--- src/rtl/pcfs_pkg.sv ---
// ----------------------------------------------------------------------------
// pcfs_pkg
// Shared widths, codes, register map and controller/datapath interface types
// for the proposal context feature sampler.
// ----------------------------------------------------------------------------
package pcfs_pkg;

  localparam int unsigned SAMPLE_W   = 16;
  localparam int unsigned POS_W      = 7;
  localparam int unsigned POINT_W    = 8;
  localparam int unsigned LEN_W      = 8;
  localparam int unsigned CNT_W      = 7;
  localparam int unsigned FRAC_W     = 16;
  localparam int unsigned APB_DATA_W = 32;
  localparam int unsigned APB_ADDR_W = 4;

  // Divider: 32-bit dividend, two quotient bits per cycle.
  localparam int unsigned DIVIDEND_W = 32;
  localparam int unsigned DIVISOR_W  = 11;
  localparam int unsigned DIV_ITER   = DIVIDEND_W / 2;
  localparam int unsigned DIV_CNT_W  = $clog2(DIV_ITER);

  localparam logic CMD_WRITE = 1'b0;
  localparam logic CMD_QUERY = 1'b1;

  typedef enum logic [1:0] {
    REG_SEQ_LENGTH    = 2'd0,
    REG_START_POINTS  = 2'd1,
    REG_CENTER_POINTS = 2'd2,
    REG_END_POINTS    = 2'd3
  } reg_idx_e;

  localparam logic [LEN_W-1:0] SEQ_LENGTH_RST    = 8'd100;
  localparam logic [CNT_W-1:0] START_POINTS_RST  = 7'd8;
  localparam logic [CNT_W-1:0] CENTER_POINTS_RST = 7'd16;
  localparam logic [CNT_W-1:0] END_POINTS_RST    = 7'd8;

  typedef struct packed {
    logic [LEN_W-1:0] seq_length;
    logic [CNT_W-1:0] start_points;
    logic [CNT_W-1:0] center_points;
    logic [CNT_W-1:0] end_points;
  } cfg_t;

  typedef struct packed {
    logic capture;   // latch query fields
    logic mem_wr;    // write one sample into the sequence store
    logic sel_en;    // register region selection and multiplier operands
    logic mul_en;    // register dividend and divisor
    logic div_en;    // one divider iteration
    logic pos_en;    // register sample indices and fraction
    logic rd_hi;     // read the upper neighbor
    logic s0_en;     // capture the lower neighbor
    logic mac_en;    // register the interpolation product
    logic out_load;  // load the output register
  } dp_cmd_t;

  typedef struct packed {
    logic cmd_query;
    logic masked;
  } dp_status_t;

endpackage

--- src/rtl/pcfs_in_if.sv ---
// ----------------------------------------------------------------------------
// pcfs_in_if
// Input channel: sample writes and proposal point queries.
// ----------------------------------------------------------------------------
interface pcfs_in_if;

  logic                                 valid;
  logic                                 ready;
  logic                                 cmd;
  logic signed [pcfs_pkg::SAMPLE_W-1:0] sample_value;
  logic [pcfs_pkg::POS_W-1:0]           sample_pos;
  logic [pcfs_pkg::POS_W-1:0]           start_pos;
  logic [pcfs_pkg::POS_W-1:0]           end_pos;
  logic [pcfs_pkg::POINT_W-1:0]         point_index;

  modport source (
    output valid, cmd, sample_value, sample_pos, start_pos, end_pos, point_index,
    input  ready
  );

  modport sink (
    input  valid, cmd, sample_value, sample_pos, start_pos, end_pos, point_index,
    output ready
  );

endinterface

--- src/rtl/pcfs_out_if.sv ---
// ----------------------------------------------------------------------------
// pcfs_out_if
// Output channel: one interpolated feature per query.
// ----------------------------------------------------------------------------
interface pcfs_out_if;

  logic                                 valid;
  logic                                 ready;
  logic signed [pcfs_pkg::SAMPLE_W-1:0] result_value;
  logic                                 masked;

  modport source (
    output valid, result_value, masked,
    input  ready
  );

  modport sink (
    input  valid, result_value, masked,
    output ready
  );

endinterface

--- src/rtl/pcfs_ctrl.sv ---
// ----------------------------------------------------------------------------
// pcfs_ctrl
// Sequencer for one query: region select, multiply, iterative divide,
// index calculation, two store reads, interpolation and output hand-off.
// ----------------------------------------------------------------------------
module pcfs_ctrl (
  input  logic                 clk_i,
  input  logic                 rst_ni,
  input  logic                 in_valid_i,
  output logic                 in_ready_o,
  output logic                 out_valid_o,
  input  logic                 out_ready_i,
  input  pcfs_pkg::dp_status_t status_i,
  output pcfs_pkg::dp_cmd_t    cmd_o
);

  typedef enum logic [8:0] {
    ST_IDLE = 9'b000000001,
    ST_SEL  = 9'b000000010,
    ST_MUL  = 9'b000000100,
    ST_DIV  = 9'b000001000,
    ST_POS  = 9'b000010000,
    ST_RD0  = 9'b000100000,
    ST_RD1  = 9'b001000000,
    ST_MAC  = 9'b010000000,
    ST_FIN  = 9'b100000000
  } state_e;

  state_e                           state_q, state_d;
  logic [pcfs_pkg::DIV_CNT_W-1:0]   div_cnt_q, div_cnt_d;
  logic                             out_valid_q, out_valid_d;
  logic                             div_last;

  assign div_last = (div_cnt_q == pcfs_pkg::DIV_CNT_W'(pcfs_pkg::DIV_ITER - 1));

  always_comb begin
    state_d    = state_q;
    div_cnt_d  = div_cnt_q;
    cmd_o      = '0;
    in_ready_o = 1'b0;
    unique case (state_q)
      ST_IDLE: begin
        in_ready_o = 1'b1;
        if (in_valid_i) begin
          if (status_i.cmd_query) begin
            cmd_o.capture = 1'b1;
            state_d       = ST_SEL;
          end else begin
            cmd_o.mem_wr = 1'b1;
          end
        end
      end
      ST_SEL: begin
        // An inverted proposal skips the arithmetic entirely.
        if (status_i.masked) begin
          state_d = ST_FIN;
        end else begin
          cmd_o.sel_en = 1'b1;
          state_d      = ST_MUL;
        end
      end
      ST_MUL: begin
        cmd_o.mul_en = 1'b1;
        div_cnt_d    = '0;
        state_d      = ST_DIV;
      end
      ST_DIV: begin
        cmd_o.div_en = 1'b1;
        div_cnt_d    = div_cnt_q + 1'b1;
        if (div_last) begin
          state_d = ST_POS;
        end
      end
      ST_POS: begin
        cmd_o.pos_en = 1'b1;
        state_d      = ST_RD0;
      end
      ST_RD0: begin
        state_d = ST_RD1;
      end
      ST_RD1: begin
        cmd_o.rd_hi = 1'b1;
        cmd_o.s0_en = 1'b1;
        state_d     = ST_MAC;
      end
      ST_MAC: begin
        cmd_o.mac_en = 1'b1;
        state_d      = ST_FIN;
      end
      ST_FIN: begin
        if (!out_valid_q || out_ready_i) begin
          cmd_o.out_load = 1'b1;
          state_d        = ST_IDLE;
        end
      end
      default: begin
        state_d = ST_IDLE;
      end
    endcase
  end

  always_comb begin
    out_valid_d = out_valid_q;
    if (cmd_o.out_load) begin
      out_valid_d = 1'b1;
    end else if (out_ready_i) begin
      out_valid_d = 1'b0;
    end
  end

  always_ff @(posedge clk_i or negedge rst_ni) begin
    if (!rst_ni) begin
      state_q     <= ST_IDLE;
      div_cnt_q   <= '0;
      out_valid_q <= 1'b0;
    end else begin
      state_q     <= state_d;
      div_cnt_q   <= div_cnt_d;
      out_valid_q <= out_valid_d;
    end
  end

  assign out_valid_o = out_valid_q;

endmodule

--- src/rtl/pcfs_datapath.sv ---
// ----------------------------------------------------------------------------
// pcfs_datapath
// Sequence store, region arithmetic, radix-4 restoring divider, neighbor
// clamping and linear interpolation with rounding and saturation.
// ----------------------------------------------------------------------------
module pcfs_datapath #(
  parameter int unsigned MAX_LEN = 128
) (
  input  logic                                 clk_i,
  input  pcfs_pkg::cfg_t                       cfg_i,
  input  pcfs_pkg::dp_cmd_t                    cmd_i,
  output pcfs_pkg::dp_status_t                 status_o,
  input  logic                                 in_cmd_i,
  input  logic signed [pcfs_pkg::SAMPLE_W-1:0] sample_value_i,
  input  logic [pcfs_pkg::POS_W-1:0]           sample_pos_i,
  input  logic [pcfs_pkg::POS_W-1:0]           start_pos_i,
  input  logic [pcfs_pkg::POS_W-1:0]           end_pos_i,
  input  logic [pcfs_pkg::POINT_W-1:0]         point_index_i,
  output logic signed [pcfs_pkg::SAMPLE_W-1:0] result_value_o,
  output logic                                 masked_o
);

  localparam int unsigned IDX_W  = (MAX_LEN > 1) ? $clog2(MAX_LEN) : 1;
  localparam int unsigned SW     = pcfs_pkg::SAMPLE_W;
  localparam int unsigned PW     = pcfs_pkg::POS_W;
  localparam int unsigned CW     = pcfs_pkg::CNT_W;
  localparam int unsigned LW     = pcfs_pkg::LEN_W;
  localparam int unsigned FW     = pcfs_pkg::FRAC_W;
  localparam int unsigned NW     = pcfs_pkg::DIVIDEND_W;
  localparam int unsigned DW     = pcfs_pkg::DIVISOR_W;
  localparam int unsigned IW     = LW + 2;      // signed integer part of a position
  localparam int unsigned POSW   = IW + FW;     // signed position
  localparam int unsigned MW     = CW + 2;      // signed multiplier operand
  localparam int unsigned DENW   = DW - 1;      // divisor before doubling
  localparam int unsigned KW     = 2 * MW;      // product width
  localparam int unsigned PRODW  = 2 * (SW + 1);
  localparam int unsigned ACCW   = PRODW + 1;
  localparam int unsigned RESW   = ACCW - FW;
  // Context regions span 2/5 of the proposal length.
  localparam logic [DENW-1:0] CTX_DEN = DENW'(5);
  localparam logic [DENW-1:0] UNIT_DEN = DENW'(1);

  // Sequence store
  logic signed [SW-1:0] seq_mem_q [MAX_LEN];
  logic signed [SW-1:0] rd_data_q;
  logic                 wr_in_range;

  // Query fields
  logic [PW-1:0]      h_q, w_q;
  logic [LW-1:0]      c_q;

  // Region select
  logic [LW-1:0]      sc_sum, end_raw, ctr_raw;
  logic               in_start, in_end;
  logic [CW-1:0]      end_m, end_step, ctx_step, ctx_m, ctr_m, ctr_step;
  logic [PW-1:0]      span;
  logic [LW-1:0]      flen;
  logic signed [MW-1:0] twos;
  logic [DENW-1:0]    den5;
  logic [LW-1:0]      mul_a_d, mul_a_q;
  logic signed [MW-1:0] mul_b_d, mul_b_q;
  logic [DENW-1:0]    den_d, den_q;
  logic [PW-1:0]      base_d, base_q;

  // Multiply and divide
  logic signed [KW-1:0] prod_k;
  logic [KW-1:0]      mag_k;
  logic               neg_k, neg_q;
  logic [NW-1:0]      dividend;
  logic [NW-1:0]      div_q, div_d;
  logic [DW-1:0]      rem_q, rem_d;
  logic [DW-1:0]      d2_q;

  // Position and reads
  logic signed [POSW-1:0] base_ext, q_ext, pos;
  logic signed [IW-1:0]   l0, l1;
  logic [LW-1:0]      lim, last;
  logic [IDX_W-1:0]   idx0_q, idx1_q;
  logic [FW-1:0]      f_q;
  logic signed [SW-1:0] s0_q;

  // Interpolation
  logic signed [SW:0]      diff;
  logic signed [PRODW-1:0] prod_f, mac_q;
  logic signed [ACCW-1:0]  acc;
  logic signed [RESW-1:0]  res_hi;
  logic signed [SW-1:0]    res_sat;
  logic                    masked;

  function automatic logic [LW-1:0] clamp_idx(logic signed [IW-1:0] l,
                                               logic [LW-1:0] hi);
    logic [LW-1:0] r;
    if (l < 0) begin
      r = '0;
    end else if (l > $signed({2'b00, hi})) begin
      r = hi;
    end else begin
      r = l[LW-1:0];
    end
    return r;
  endfunction

  // --------------------------------------------------------------------------
  // Store access
  // --------------------------------------------------------------------------
  assign wr_in_range = (32'(sample_pos_i) < MAX_LEN);

  always_ff @(posedge clk_i) begin
    if (cmd_i.mem_wr && wr_in_range) begin
      seq_mem_q[IDX_W'(sample_pos_i)] <= sample_value_i;
    end
    rd_data_q <= seq_mem_q[cmd_i.rd_hi ? idx1_q : idx0_q];
  end

  always_ff @(posedge clk_i) begin
    if (cmd_i.capture) begin
      h_q <= start_pos_i;
      w_q <= end_pos_i;
      c_q <= point_index_i;
    end
  end

  assign masked             = (h_q > w_q);
  assign status_o.masked    = masked;
  assign status_o.cmd_query = (in_cmd_i == pcfs_pkg::CMD_QUERY);

  // --------------------------------------------------------------------------
  // Region select: step and point count minus one for the chosen region
  // --------------------------------------------------------------------------
  always_comb begin
    sc_sum   = {1'b0, cfg_i.start_points} + {1'b0, cfg_i.center_points};
    in_start = (c_q < {1'b0, cfg_i.start_points});
    in_end   = (c_q >= sc_sum);
    end_m    = (cfg_i.end_points == '0) ? '0 : cfg_i.end_points - 1'b1;
    end_raw  = c_q - sc_sum;
    // Indices past the last point stick to the final end point.
    end_step = (end_raw > {1'b0, end_m}) ? end_m : end_raw[CW-1:0];
    ctx_step = in_start ? c_q[CW-1:0] : end_step;
    ctx_m    = in_start ? (cfg_i.start_points - 1'b1) : end_m;
    ctr_raw  = c_q - {1'b0, cfg_i.start_points};
    ctr_step = ctr_raw[CW-1:0];
    ctr_m    = cfg_i.center_points - 1'b1;
    span     = w_q - h_q;
    flen     = {1'b0, span} + 1'b1;
    twos     = $signed({1'b0, ctx_step, 1'b0}) - $signed({2'b00, ctx_m});
    den5     = {3'b000, ctx_m} + {1'b0, ctx_m, 2'b00};

    if (in_start || in_end) begin
      mul_a_d = flen;
      base_d  = in_start ? h_q : w_q;
      if (ctx_m == '0) begin
        // Single-point context region samples one fifth of the length back from its base.
        mul_b_d = -MW'(1);
        den_d   = CTX_DEN;
      end else begin
        mul_b_d = twos;
        den_d   = den5;
      end
    end else begin
      base_d = h_q;
      if (ctr_m == '0) begin
        mul_a_d = '0;
        mul_b_d = '0;
        den_d   = UNIT_DEN;
      end else begin
        mul_a_d = {1'b0, span};
        mul_b_d = $signed({2'b00, ctr_step});
        den_d   = {3'b000, ctr_m};
      end
    end
  end

  always_ff @(posedge clk_i) begin
    if (cmd_i.sel_en) begin
      mul_a_q <= mul_a_d;
      mul_b_q <= mul_b_d;
      den_q   <= den_d;
      base_q  <= base_d;
    end
  end

  // --------------------------------------------------------------------------
  // Numerator magnitude and rounding bias. round(a/b) with ties upward is
  // floor((2a+b)/(2b)); for negative a this becomes -floor((2|a|+b-1)/(2b)).
  // --------------------------------------------------------------------------
  always_comb begin
    prod_k   = $signed({1'b0, mul_a_q}) * mul_b_q;
    neg_k    = prod_k[KW-1];
    mag_k    = neg_k ? KW'(-prod_k) : KW'(prod_k);
    dividend = {mag_k[NW-FW-2:0], {(FW+1){1'b0}}} + NW'(den_q) - NW'(neg_k);
  end

  // Two restoring steps per cycle.
  always_comb begin
    logic [DW:0] t;
    div_d = div_q;
    rem_d = rem_q;
    for (int i = 0; i < 2; i++) begin
      t     = {rem_d, div_d[NW-1]};
      div_d = {div_d[NW-2:0], 1'b0};
      if (t >= {1'b0, d2_q}) begin
        t        = t - {1'b0, d2_q};
        div_d[0] = 1'b1;
      end
      rem_d = t[DW-1:0];
    end
  end

  always_ff @(posedge clk_i) begin
    if (cmd_i.mul_en) begin
      div_q <= dividend;
      rem_q <= '0;
      d2_q  <= {den_q, 1'b0};
      neg_q <= neg_k;
    end else if (cmd_i.div_en) begin
      div_q <= div_d;
      rem_q <= rem_d;
    end
  end

  // --------------------------------------------------------------------------
  // Sample position, neighbor indices clamped into the valid length
  // --------------------------------------------------------------------------
  always_comb begin
    base_ext = $signed({{(IW-PW){1'b0}}, base_q, {FW{1'b0}}});
    q_ext    = $signed({2'b00, div_q[POSW-3:0]});
    pos      = neg_q ? (base_ext - q_ext) : (base_ext + q_ext);
    l0       = pos[POSW-1:FW];
    l1       = l0 + 1'b1;
    lim      = (32'(cfg_i.seq_length) > MAX_LEN) ? LW'(MAX_LEN) : cfg_i.seq_length;
    last     = (lim == '0) ? '0 : lim - 1'b1;
  end

  always_ff @(posedge clk_i) begin
    if (cmd_i.pos_en) begin
      idx0_q <= IDX_W'(clamp_idx(l0, last));
      idx1_q <= IDX_W'(clamp_idx(l1, last));
      f_q    <= pos[FW-1:0];
    end
    if (cmd_i.s0_en) begin
      s0_q <= rd_data_q;
    end
    if (cmd_i.mac_en) begin
      mac_q <= prod_f;
    end
  end

  // --------------------------------------------------------------------------
  // (1-f)*s0 + f*s1 = s0 + f*(s1-s0), rounded half up and saturated
  // --------------------------------------------------------------------------
  always_comb begin
    diff   = $signed({rd_data_q[SW-1], rd_data_q}) - $signed({s0_q[SW-1], s0_q});
    prod_f = $signed({1'b0, f_q}) * diff;
    acc    = $signed({{(ACCW-SW-FW){s0_q[SW-1]}}, s0_q, {FW{1'b0}}})
           + $signed({mac_q[PRODW-1], mac_q})
           + $signed(ACCW'(1) << (FW - 1));
    res_hi = acc[ACCW-1:FW];
    if (res_hi > $signed(RESW'(2 ** (SW - 1) - 1))) begin
      res_sat = {1'b0, {(SW-1){1'b1}}};
    end else if (res_hi < -$signed(RESW'(2 ** (SW - 1)))) begin
      res_sat = {1'b1, {(SW-1){1'b0}}};
    end else begin
      res_sat = res_hi[SW-1:0];
    end
  end

  always_ff @(posedge clk_i) begin
    if (cmd_i.out_load) begin
      result_value_o <= masked ? '0 : res_sat;
      masked_o       <= masked;
    end
  end

endmodule

--- src/rtl/proposal_context_feature_sampler.sv ---
// ----------------------------------------------------------------------------
// proposal_context_feature_sampler
// Top level: APB register file, query sequencer and sampling datapath.
// ----------------------------------------------------------------------------
// A sample write (cmd 0) is stored on acceptance and the block stays ready.
// A query (cmd 1) is worked on alone: region select, multiply, iterative
// divide, index calculation, two store reads, interpolation and the load
// of the output register, which waits until that register is free. The
// divider resolves two quotient bits of a 32-bit dividend per cycle. An
// inverted proposal (start after end) skips the arithmetic. One finished
// result may wait in the output register while the next item is accepted.
// The sequence store holds whatever was written and is not cleared by reset.
module proposal_context_feature_sampler #(
  parameter int unsigned MAX_LEN = 128
) (
  input  logic                                clk_i,
  input  logic                                rst_ni,
  pcfs_in_if.sink                             req_i,
  pcfs_out_if.source                          rsp_o,
  input  logic                                psel,
  input  logic                                penable,
  input  logic                                pwrite,
  input  logic [pcfs_pkg::APB_ADDR_W-1:0]     paddr,
  input  logic [pcfs_pkg::APB_DATA_W-1:0]     pwdata,
  output logic [pcfs_pkg::APB_DATA_W-1:0]     prdata,
  output logic                                pready
);

  pcfs_pkg::cfg_t       cfg_q;
  pcfs_pkg::reg_idx_e   reg_idx;
  pcfs_pkg::dp_cmd_t    dp_cmd;
  pcfs_pkg::dp_status_t dp_status;
  logic                 cfg_wr;

  // --------------------------------------------------------------------------
  // Configuration registers
  // --------------------------------------------------------------------------
  assign pready  = 1'b1;
  assign cfg_wr  = psel && penable && pwrite && pready;
  assign reg_idx = pcfs_pkg::reg_idx_e'(paddr[3:2]);

  always_ff @(posedge clk_i or negedge rst_ni) begin
    if (!rst_ni) begin
      cfg_q.seq_length    <= pcfs_pkg::SEQ_LENGTH_RST;
      cfg_q.start_points  <= pcfs_pkg::START_POINTS_RST;
      cfg_q.center_points <= pcfs_pkg::CENTER_POINTS_RST;
      cfg_q.end_points    <= pcfs_pkg::END_POINTS_RST;
    end else if (cfg_wr) begin
      unique case (reg_idx)
        pcfs_pkg::REG_SEQ_LENGTH: begin
          cfg_q.seq_length <= pwdata[pcfs_pkg::LEN_W-1:0];
        end
        pcfs_pkg::REG_START_POINTS: begin
          cfg_q.start_points <= pwdata[pcfs_pkg::CNT_W-1:0];
        end
        pcfs_pkg::REG_CENTER_POINTS: begin
          cfg_q.center_points <= pwdata[pcfs_pkg::CNT_W-1:0];
        end
        pcfs_pkg::REG_END_POINTS: begin
          cfg_q.end_points <= pwdata[pcfs_pkg::CNT_W-1:0];
        end
        default: begin
        end
      endcase
    end
  end

  always_comb begin
    unique case (reg_idx)
      pcfs_pkg::REG_SEQ_LENGTH:    prdata = pcfs_pkg::APB_DATA_W'(cfg_q.seq_length);
      pcfs_pkg::REG_START_POINTS:  prdata = pcfs_pkg::APB_DATA_W'(cfg_q.start_points);
      pcfs_pkg::REG_CENTER_POINTS: prdata = pcfs_pkg::APB_DATA_W'(cfg_q.center_points);
      pcfs_pkg::REG_END_POINTS:    prdata = pcfs_pkg::APB_DATA_W'(cfg_q.end_points);
      default:                     prdata = '0;
    endcase
  end

  // --------------------------------------------------------------------------
  // Sequencer and datapath
  // --------------------------------------------------------------------------
  pcfs_ctrl u_ctrl (
    .clk_i       (clk_i),
    .rst_ni      (rst_ni),
    .in_valid_i  (req_i.valid),
    .in_ready_o  (req_i.ready),
    .out_valid_o (rsp_o.valid),
    .out_ready_i (rsp_o.ready),
    .status_i    (dp_status),
    .cmd_o       (dp_cmd)
  );

  pcfs_datapath #(
    .MAX_LEN (MAX_LEN)
  ) u_datapath (
    .clk_i          (clk_i),
    .cfg_i          (cfg_q),
    .cmd_i          (dp_cmd),
    .status_o       (dp_status),
    .in_cmd_i       (req_i.cmd),
    .sample_value_i (req_i.sample_value),
    .sample_pos_i   (req_i.sample_pos),
    .start_pos_i    (req_i.start_pos),
    .end_pos_i      (req_i.end_pos),
    .point_index_i  (req_i.point_index),
    .result_value_o (rsp_o.result_value),
    .masked_o       (rsp_o.masked)
  );

endmodule

--- src/flat_wrapper.sv ---
// flat-port wrapper written by rule: the top's interface ports become plain ports
module proposal_context_feature_sampler_flat 
#(
  parameter int unsigned MAX_LEN = 128
)
  (clk_i, rst_ni, psel, penable, pwrite, paddr, pwdata, prdata, pready, req_i_valid, req_i_cmd, req_i_sample_value, req_i_sample_pos, req_i_start_pos, req_i_end_pos, req_i_point_index, req_i_ready, rsp_o_valid, rsp_o_result_value, rsp_o_masked, rsp_o_ready);
  pcfs_in_if req_i_i ();
  pcfs_out_if rsp_o_i ();
  input  logic clk_i;
  input  logic rst_ni;
  input  logic psel;
  input  logic penable;
  input  logic pwrite;
  input  logic [pcfs_pkg::APB_ADDR_W-1:0] paddr;
  input  logic [pcfs_pkg::APB_DATA_W-1:0] pwdata;
  output logic [pcfs_pkg::APB_DATA_W-1:0] prdata;
  output logic pready;
  input wire logic [$bits(req_i_i.valid)-1:0] req_i_valid;
  input wire logic [$bits(req_i_i.cmd)-1:0] req_i_cmd;
  input wire logic [$bits(req_i_i.sample_value)-1:0] req_i_sample_value;
  input wire logic [$bits(req_i_i.sample_pos)-1:0] req_i_sample_pos;
  input wire logic [$bits(req_i_i.start_pos)-1:0] req_i_start_pos;
  input wire logic [$bits(req_i_i.end_pos)-1:0] req_i_end_pos;
  input wire logic [$bits(req_i_i.point_index)-1:0] req_i_point_index;
  output wire logic [$bits(req_i_i.ready)-1:0] req_i_ready;
  output wire logic [$bits(rsp_o_i.valid)-1:0] rsp_o_valid;
  output wire logic [$bits(rsp_o_i.result_value)-1:0] rsp_o_result_value;
  output wire logic [$bits(rsp_o_i.masked)-1:0] rsp_o_masked;
  input wire logic [$bits(rsp_o_i.ready)-1:0] rsp_o_ready;
  assign req_i_i.valid = req_i_valid;
  assign req_i_i.cmd = req_i_cmd;
  assign req_i_i.sample_value = req_i_sample_value;
  assign req_i_i.sample_pos = req_i_sample_pos;
  assign req_i_i.start_pos = req_i_start_pos;
  assign req_i_i.end_pos = req_i_end_pos;
  assign req_i_i.point_index = req_i_point_index;
  assign req_i_ready = req_i_i.ready;
  assign rsp_o_valid = rsp_o_i.valid;
  assign rsp_o_result_value = rsp_o_i.result_value;
  assign rsp_o_masked = rsp_o_i.masked;
  assign rsp_o_i.ready = rsp_o_ready;
  proposal_context_feature_sampler #(.MAX_LEN(MAX_LEN)) u_core (.clk_i(clk_i), .rst_ni(rst_ni), .req_i(req_i_i), .rsp_o(rsp_o_i), .psel(psel), .penable(penable), .pwrite(pwrite), .paddr(paddr), .pwdata(pwdata), .prdata(prdata), .pready(pready));
endmodule
--- config.mk ---
export PLATFORM = sky130hd
export DESIGN_NAME = proposal_context_feature_sampler_flat
export DESIGN_NICKNAME = d
export VERILOG_FILES = /design/src/rtl/pcfs_pkg.sv /design/src/rtl/pcfs_in_if.sv /design/src/rtl/pcfs_out_if.sv /design/src/rtl/pcfs_ctrl.sv /design/src/rtl/pcfs_datapath.sv /design/src/rtl/proposal_context_feature_sampler.sv /design/src/flat_wrapper.sv
export SDC_FILE = /design/constraint.sdc
export NUM_CORES = 2
export LEC_CHECK = 0
export ABC_CLOCK_PERIOD_IN_PS = 11600
export BUFFER_PORTS_ARGS = -buffer_cell sky130_fd_sc_hd__buf_2
export CAP_MARGIN = 30
export CORE_MARGIN = 2
export CORE_UTILIZATION = 35
export DETAILED_ROUTE_END_ITERATION = 10
export PLACE_DENSITY_LB_ADDON = 0.08
export SYNTH_ARGS = -nofsm -noshare
export SYNTH_HDL_FRONTEND = slang
export SYNTH_SLANG_ARGS = --single-unit
--- constraint.sdc ---
create_clock -name clk_i -period 11.6 [get_ports clk_i]
set_input_delay 2.32 -clock clk_i [delete_from_list [all_inputs] [get_ports clk_i]]
set_output_delay 2.32 -clock clk_i [all_outputs]
set_load 0.005 [all_outputs]
---- After elaboration in Yosys (flattened, before gate mapping) ----
Memory sizes are Yosys's and may differ from the RTL's. A register that Yosys moved wholly into a read port is not among the register bits.
Cells that the tools add are included.
storage, ports and cells
  memories kept ........................... 1
  input port bits ......................... 89
  bits in writable memories ............... 2,048
  output and inout port bits .............. 52
  register bits after elaboration ......... 250
cells by class
  equality and inequality tests ........... 17
  magnitude comparators ................... 13
  multiplexer cells ....................... 55
  add/sub/neg operators ................... 23
  reductions and logical operators ........ 19
  $mul .................................... 2
memory list
  memory                       words  width  rd ports  clocked after memory_dff  write ports  RTL line             text
  u_core.u_datapath.seq_mem_q  128    16     1         1                         1            pcfs_datapath.sv:44  logic signed [SW-1:0] seq_mem_q [MAX_LEN];
operator list
  cell                                                                                number
  32-bit one-hot mux with 4 select lines                                              1
  7-bit two-way mux                                                                   12
  9-bit one-hot mux with 9 select lines                                               1
  32-bit two-way mux                                                                  2
  9-bit two-way mux                                                                   7
  32-bit by 34-bit adder with 35-bit output                                           1
  35-bit by 17-bit adder with 35-bit output (second input constant)                   1
  17-bit by 17-bit multiplier with 34-bit output                                      1
  32-bit by 10-bit adder with 32-bit output                                           1
  32-bit by 1-bit subtractor with 32-bit output                                       1
  15-bit two-way mux                                                                  2
  26-bit two-way mux                                                                  1
  23-bit by 24-bit adder with 25-bit output                                           1
  23-bit by 24-bit subtractor with 25-bit output                                      1
  12-bit by 11-bit greater-or-equal comparator with 1-bit output                      2
  8-bit two-way mux                                                                   3
  11-bit two-way mux                                                                  2
  11-bit subtractor                                                                   2
  7-bit logical NOT                                                                   3
  7-bit by 1-bit subtractor with 7-bit output (second input constant)                 3
  10-bit by 9-bit greater-than comparator with 1-bit output                           2
  10-bit by 1-bit less-than comparator with 1-bit output (second input constant)      2
  10-bit two-way mux                                                                  2
  19-bit by 16-bit greater-than comparator with 1-bit output (second input constant)  1
  other kinds (44)                                                                    74

---- Logic depth before layout (Yosys ltp) ----
  depth in word-level cells ............... 8
  depth in mapped cells ................... 36
  gate-level depth less buffers ........... 35

---- By module ----
Synthesis repeated with hierarchy kept, for this count alone.
unflattened totals
  cell total of the unflattened synthesis .. 6,869
  area, all modules ....................... 108,559.1 um^2
modules (own cells, without submodules)
  module                            instances  area an instance (um^2)  cells an instance
  pcfs_datapath                     1          106,074.2                6,674
  proposal_context_feature_sampler  1          1,601.5                  104
  pcfs_ctrl                         1          883.3                    91

---- Worst setup path before layout ----
OpenSTA, ideal clock, no wires.
  path type ............................... reg2reg
  start ................................... register u_core.u_datapath.s0_q[0]
  end ..................................... register u_core.u_datapath.mac_q[33] (data pin)
  arrival ................................. 8.529 ns
  clock period less this slack ............ 8.789 ns
  required time ........................... 11.340 ns
  path buffers ............................ 1
  path slack .............................. 2.811 ns
  stages on the path, launching flop included .. 34
  cells stage by stage .................... edfxtp_1 > ha_1 > fa_1 > nor2b_1 > o21ai_0 > a21boi_0 > o21ai_0 > a21boi_0 > o2111ai_1 > nand2_1 > nor2_1 > xnor2_1 > clkbuf_1 > nand2_1 > fa_1 > inv_1 > fa_1 > inv_1 > fa_1 > inv_1 > fa_1 > fa_1 > fa_1 > ha_1 > a211o_1 > a2111o_1 > a211oi_1 > nor4b_1 > a31o_2 > a31o_2 > o211a_1 > a311o_1 > a21oi_1 > xnor2_1
on the way
  word-level cells in the longest chain between the ends .. 2
ends and longest elaborated chain
  what                                            RTL line              text
  start, declared                                 pcfs_datapath.sv:80   logic signed [SW-1:0] s0_q;
  start signal, assigned                          pcfs_datapath.sv:241  s0_q <= rd_data_q;
  16-bit by 16-bit subtractor with 17-bit output  pcfs_datapath.sv:252  diff = $signed({rd_data_q[SW-1], rd_data_q}) - $signed({s0_q[SW-1], s0_q});
  17-bit by 17-bit multiplier with 34-bit output  pcfs_datapath.sv:253  prod_f = $signed({1'b0, f_q}) * diff;
  via u_core.u_datapath.prod_f[33]                pcfs_datapath.sv:84   logic signed [PRODW-1:0] prod_f, mac_q;
  end signal, assigned                            pcfs_datapath.sv:244  mac_q <= prod_f;
  end, declared                                   pcfs_datapath.sv:84
The timed path passes the listed nets, and every way through them passes these cells.
A chain may end at the register's enable or synchronous reset.

---- Worst setup path after layout ----
Ends and elaborated chain as after synthesis.

==> reports/metrics.csv <==
metric,value,unit
status,"complete, no violations",
synth_ff_type,edfxtp_1,
initial_core_util,35.09,%
synth_cells,8668,
crit_type,register to register,
setup_violations,0,
h-tree-depth,5,
wl_per_cell,25.43,um
synth_area_per_cell,12.48,um2
synthToLayoutAreaGrowth,13.90,%
synth.yosys.seq_area_share,63.36,%
synth_xor_area_share,1.362,%
critPathMostFrequentCell,fa_1,
fp.dieH,560.0,um
start_kind,register,
grt_max_degree,118,
max_slew.worst_pin.slew,1.061,ns
synth_edf_count,2229,
fp.dieW,560.0,um
first_global_vias,68120,
drive_above_1_share,10.18,%
max_slew_margin,28.69,%
async_reset_ff_share,1.870,%
slowest_delay,0.55,ns
cts_made_buffers,275,
io_buffer_count,89,
end_kind,register,
cts_hold_buf,0,
dieArea,313600,um2
slowest_stage,nand3_1,
drc_errors,0,
grt_pass1_wl,486.1,mm
dr.pass1.iters,5,
met2_wirelength,161.2,mm
num_vias,69260,
clk_pin_slew,0.06,ns
ys_types,100,
grt_util_all_layers,20.99,%
yosysWarnings,0,
wl_met1,151.4,mm
cp_num_buf_inv,2,
post-dp-hpwl,209.9,mm
cts.sinks,2299,
cts-root-buf,clkbuf_16,
placedCellCount,12740,
worstSkewPairLatency,0.90,ns
final_common_cell,edfxtp_1,
yosys.area_share.simple,13.83,%
wl,336.6,mm
hp-class,register to register,
postRouteAntennaNets,0,
synthAdderAreaFrac,8.571,%
ys_top_cells_by_area,"edfxtp_1 (62%), nand2_1 (6.4%), fa_1 (4.8%)",
yosys.area.top_type,edfxtp_1,
via_per_inst,5.233,
fin_crit_sh,84.57,%
max_freq,101.9,MHz
grt_setup_unrepaired,false,
critPathTopFamily,compound AO/OA/AOI/OAI gates,
gp_congestion,0.8139,
mostFrequentLayoutCells,"edfxtp_1 (2229), nand2_1 (1846), nand3_1 (630)",
antenna_found_initial,24,
fin_skew,0.05914,ns
synth.area.mux_share,2.838,%
boundaryPins,141,
clockBufferDepth,4,
netlist_area,108200,um2
slew_viol_final,0,
fin_crit,9.810,ns
path_max_fanout,16,
rows,204,
synth-compound-area-share,6.511,%
fin_nets,9573,
met3_wirelength,16.18,mm
route.top_layer_used,met5,
drtIter0Drc,6120,
arrival,10.41,ns
cts_tree,built,
fin_cells,13240,
cap_viol_max_count,0,
grt-ovfl-total,0,
hold_violations,0,
ys_ff_latch,2299,
yosys.area.top_type_share,61.86,%
coreArea,308300,um2
cts_resized,0,
synth_top_family_by_area,simple AND/OR/NAND/NOR gates,
crit_required,12.20,ns
post_cts_buffers,0,
tns,0,ns
==> state kept, by name (all words and copies together) (netlist names), 4 cells and up <==
| signal | flops |
|---|---|
| u_core.u_datapath.idx0_q | 7 |
| u_core.u_datapath.rd_data_q | 16 |
| u_core.u_datapath.w_q | 7 |
| u_core.u_datapath.mac_q | 19 |
| u_core.u_datapath.idx1_q | 7 |
| u_core.u_datapath.mul_a_q | 8 |
| u_core.u_ctrl.state_q | 9 |
| u_core.u_datapath.div_q | 32 |
| u_core.u_datapath.c_q | 8 |
| u_core.u_datapath.seq_mem_q | 2048 |
| u_core.u_datapath.result_value_o | 16 |
| u_core.u_datapath.mul_b_q | 9 |
| u_core.cfg_q | 29 |
| u_core.u_datapath.s0_q | 16 |
| u_core.u_datapath.h_q | 7 |
| u_core.u_datapath.base_q | 7 |
| u_core.u_ctrl.div_cnt_q | 4 |
| u_core.u_datapath.den_q | 10 |
| u_core.u_datapath.d2_q | 10 |
| u_core.u_datapath.rem_q | 11 |
| u_core.u_datapath.f_q | 16 |
==> area by class of cell <==
class | count | area (um2)
fill | 29360 | 185100
sequential | 2299 | 68560
multi-input combinational | 5482 | 36170
clock buffer | 353 | 7396
tap | 4120 | 5155
timing repair buffer | 385 | 3013
inverter | 457 | 1729
clock inverter | 128 | 1190
antenna | 12 | 30.03
==> Yosys cell counts, drive strengths merged (14+ instances only) <==
cell    instances
o31ai          20
inv           456
clkbuf        210
and3           52
and2          100
mux4           49
edfxtp       2229
a32oi         110
o21bai         19
nor3           52
buf           243
a31oi         132
nor2          356
nand4          87
mux2i         142
fa            262
a21oi         360
mux2           46
or2            21
nor4           25
nand3         634
dfxtp          27
a22oi          91
xor2           50
o21ai         158
or3            15
a21o           62
and3b          14
o22ai          35
nor2b          63
ha            322
xnor2         114
dfrtp          36
nand2        1847
nand2b         31
or4            32
==> final timing paths <==
path                                                   startpoint                                     to  slack [ns]  cells after the start
setup / recovery              u_core.u_datapath.s0_q[0]$_DFFE_PP_  u_core.u_datapath.mac_q[33]$_DFFE_PP_        1.79                     31
hold / removal             u_core.u_datapath.rd_data_q[0]$_DFF_P_    u_core.u_datapath.s0_q[0]$_DFFE_PP_        0.43                      0
setup reg to reg              u_core.u_datapath.s0_q[0]$_DFFE_PP_  u_core.u_datapath.mac_q[33]$_DFFE_PP_        1.79                     31
hold reg to reg            u_core.u_datapath.rd_data_q[0]$_DFF_P_    u_core.u_datapath.s0_q[0]$_DFFE_PP_        0.43                      0
max in group asynchronous                                  rst_ni           u_core.cfg_q[15]$_DFFE_PN0P_        9.51                      2
min in group asynchronous                                  rst_ni  u_core.u_ctrl.out_valid_o$_DFFE_PN0P_        1.55                      2
==> worst reg2reg max path, delay by kind of cell (launching register included) <==
family	cells	cell delay, ns
AO/OA/AOI/OAI	14	3.85
adder cells (fa/ha/maj)	9	3.72
AND/OR/NAND/NOR	5	1.28
flip-flops	1	0.44
buffers and inverters	2	0.22
XOR/XNOR	1	0.08
==> cell families after synthesis <==
kind of cell / after synthesis
multiplexers: 237
adder cells (fa/ha/maj): 584
flip-flops: 2299
AO/OA/AOI/OAI: 1102
buffers and inverters: 910
AND/OR/NAND/NOR: 3370
XOR/XNOR: 164
other: 2
==> metal layers <==
metal / global-route usage, % / vias up
met3: 2.482 / 426
met5: 0 / -
met2: 34.75 / 1659
met4: 5.048 / 10
met1: 29.37 / 35460
li1: - / 31710
==> stage by stage <==
step                      utilization, %  setup slack (ns)  hold WS (ns)  cell area, um2
after floorplan                        -             2.811        0.4082          108300
after global placement             37.08             1.823        0.4135          114300
after detailed placement           37.15             1.781        0.4139          114500
after CTS                          39.93             1.778        0.4270          123100
after global routing               39.96             1.219        0.4366          123200
final                              39.97             1.790        0.4307          123200
Power is left out: the tool's default activity adds up to more than one toggle a clock period on the data nets, which glitch-free logic cannot reach.
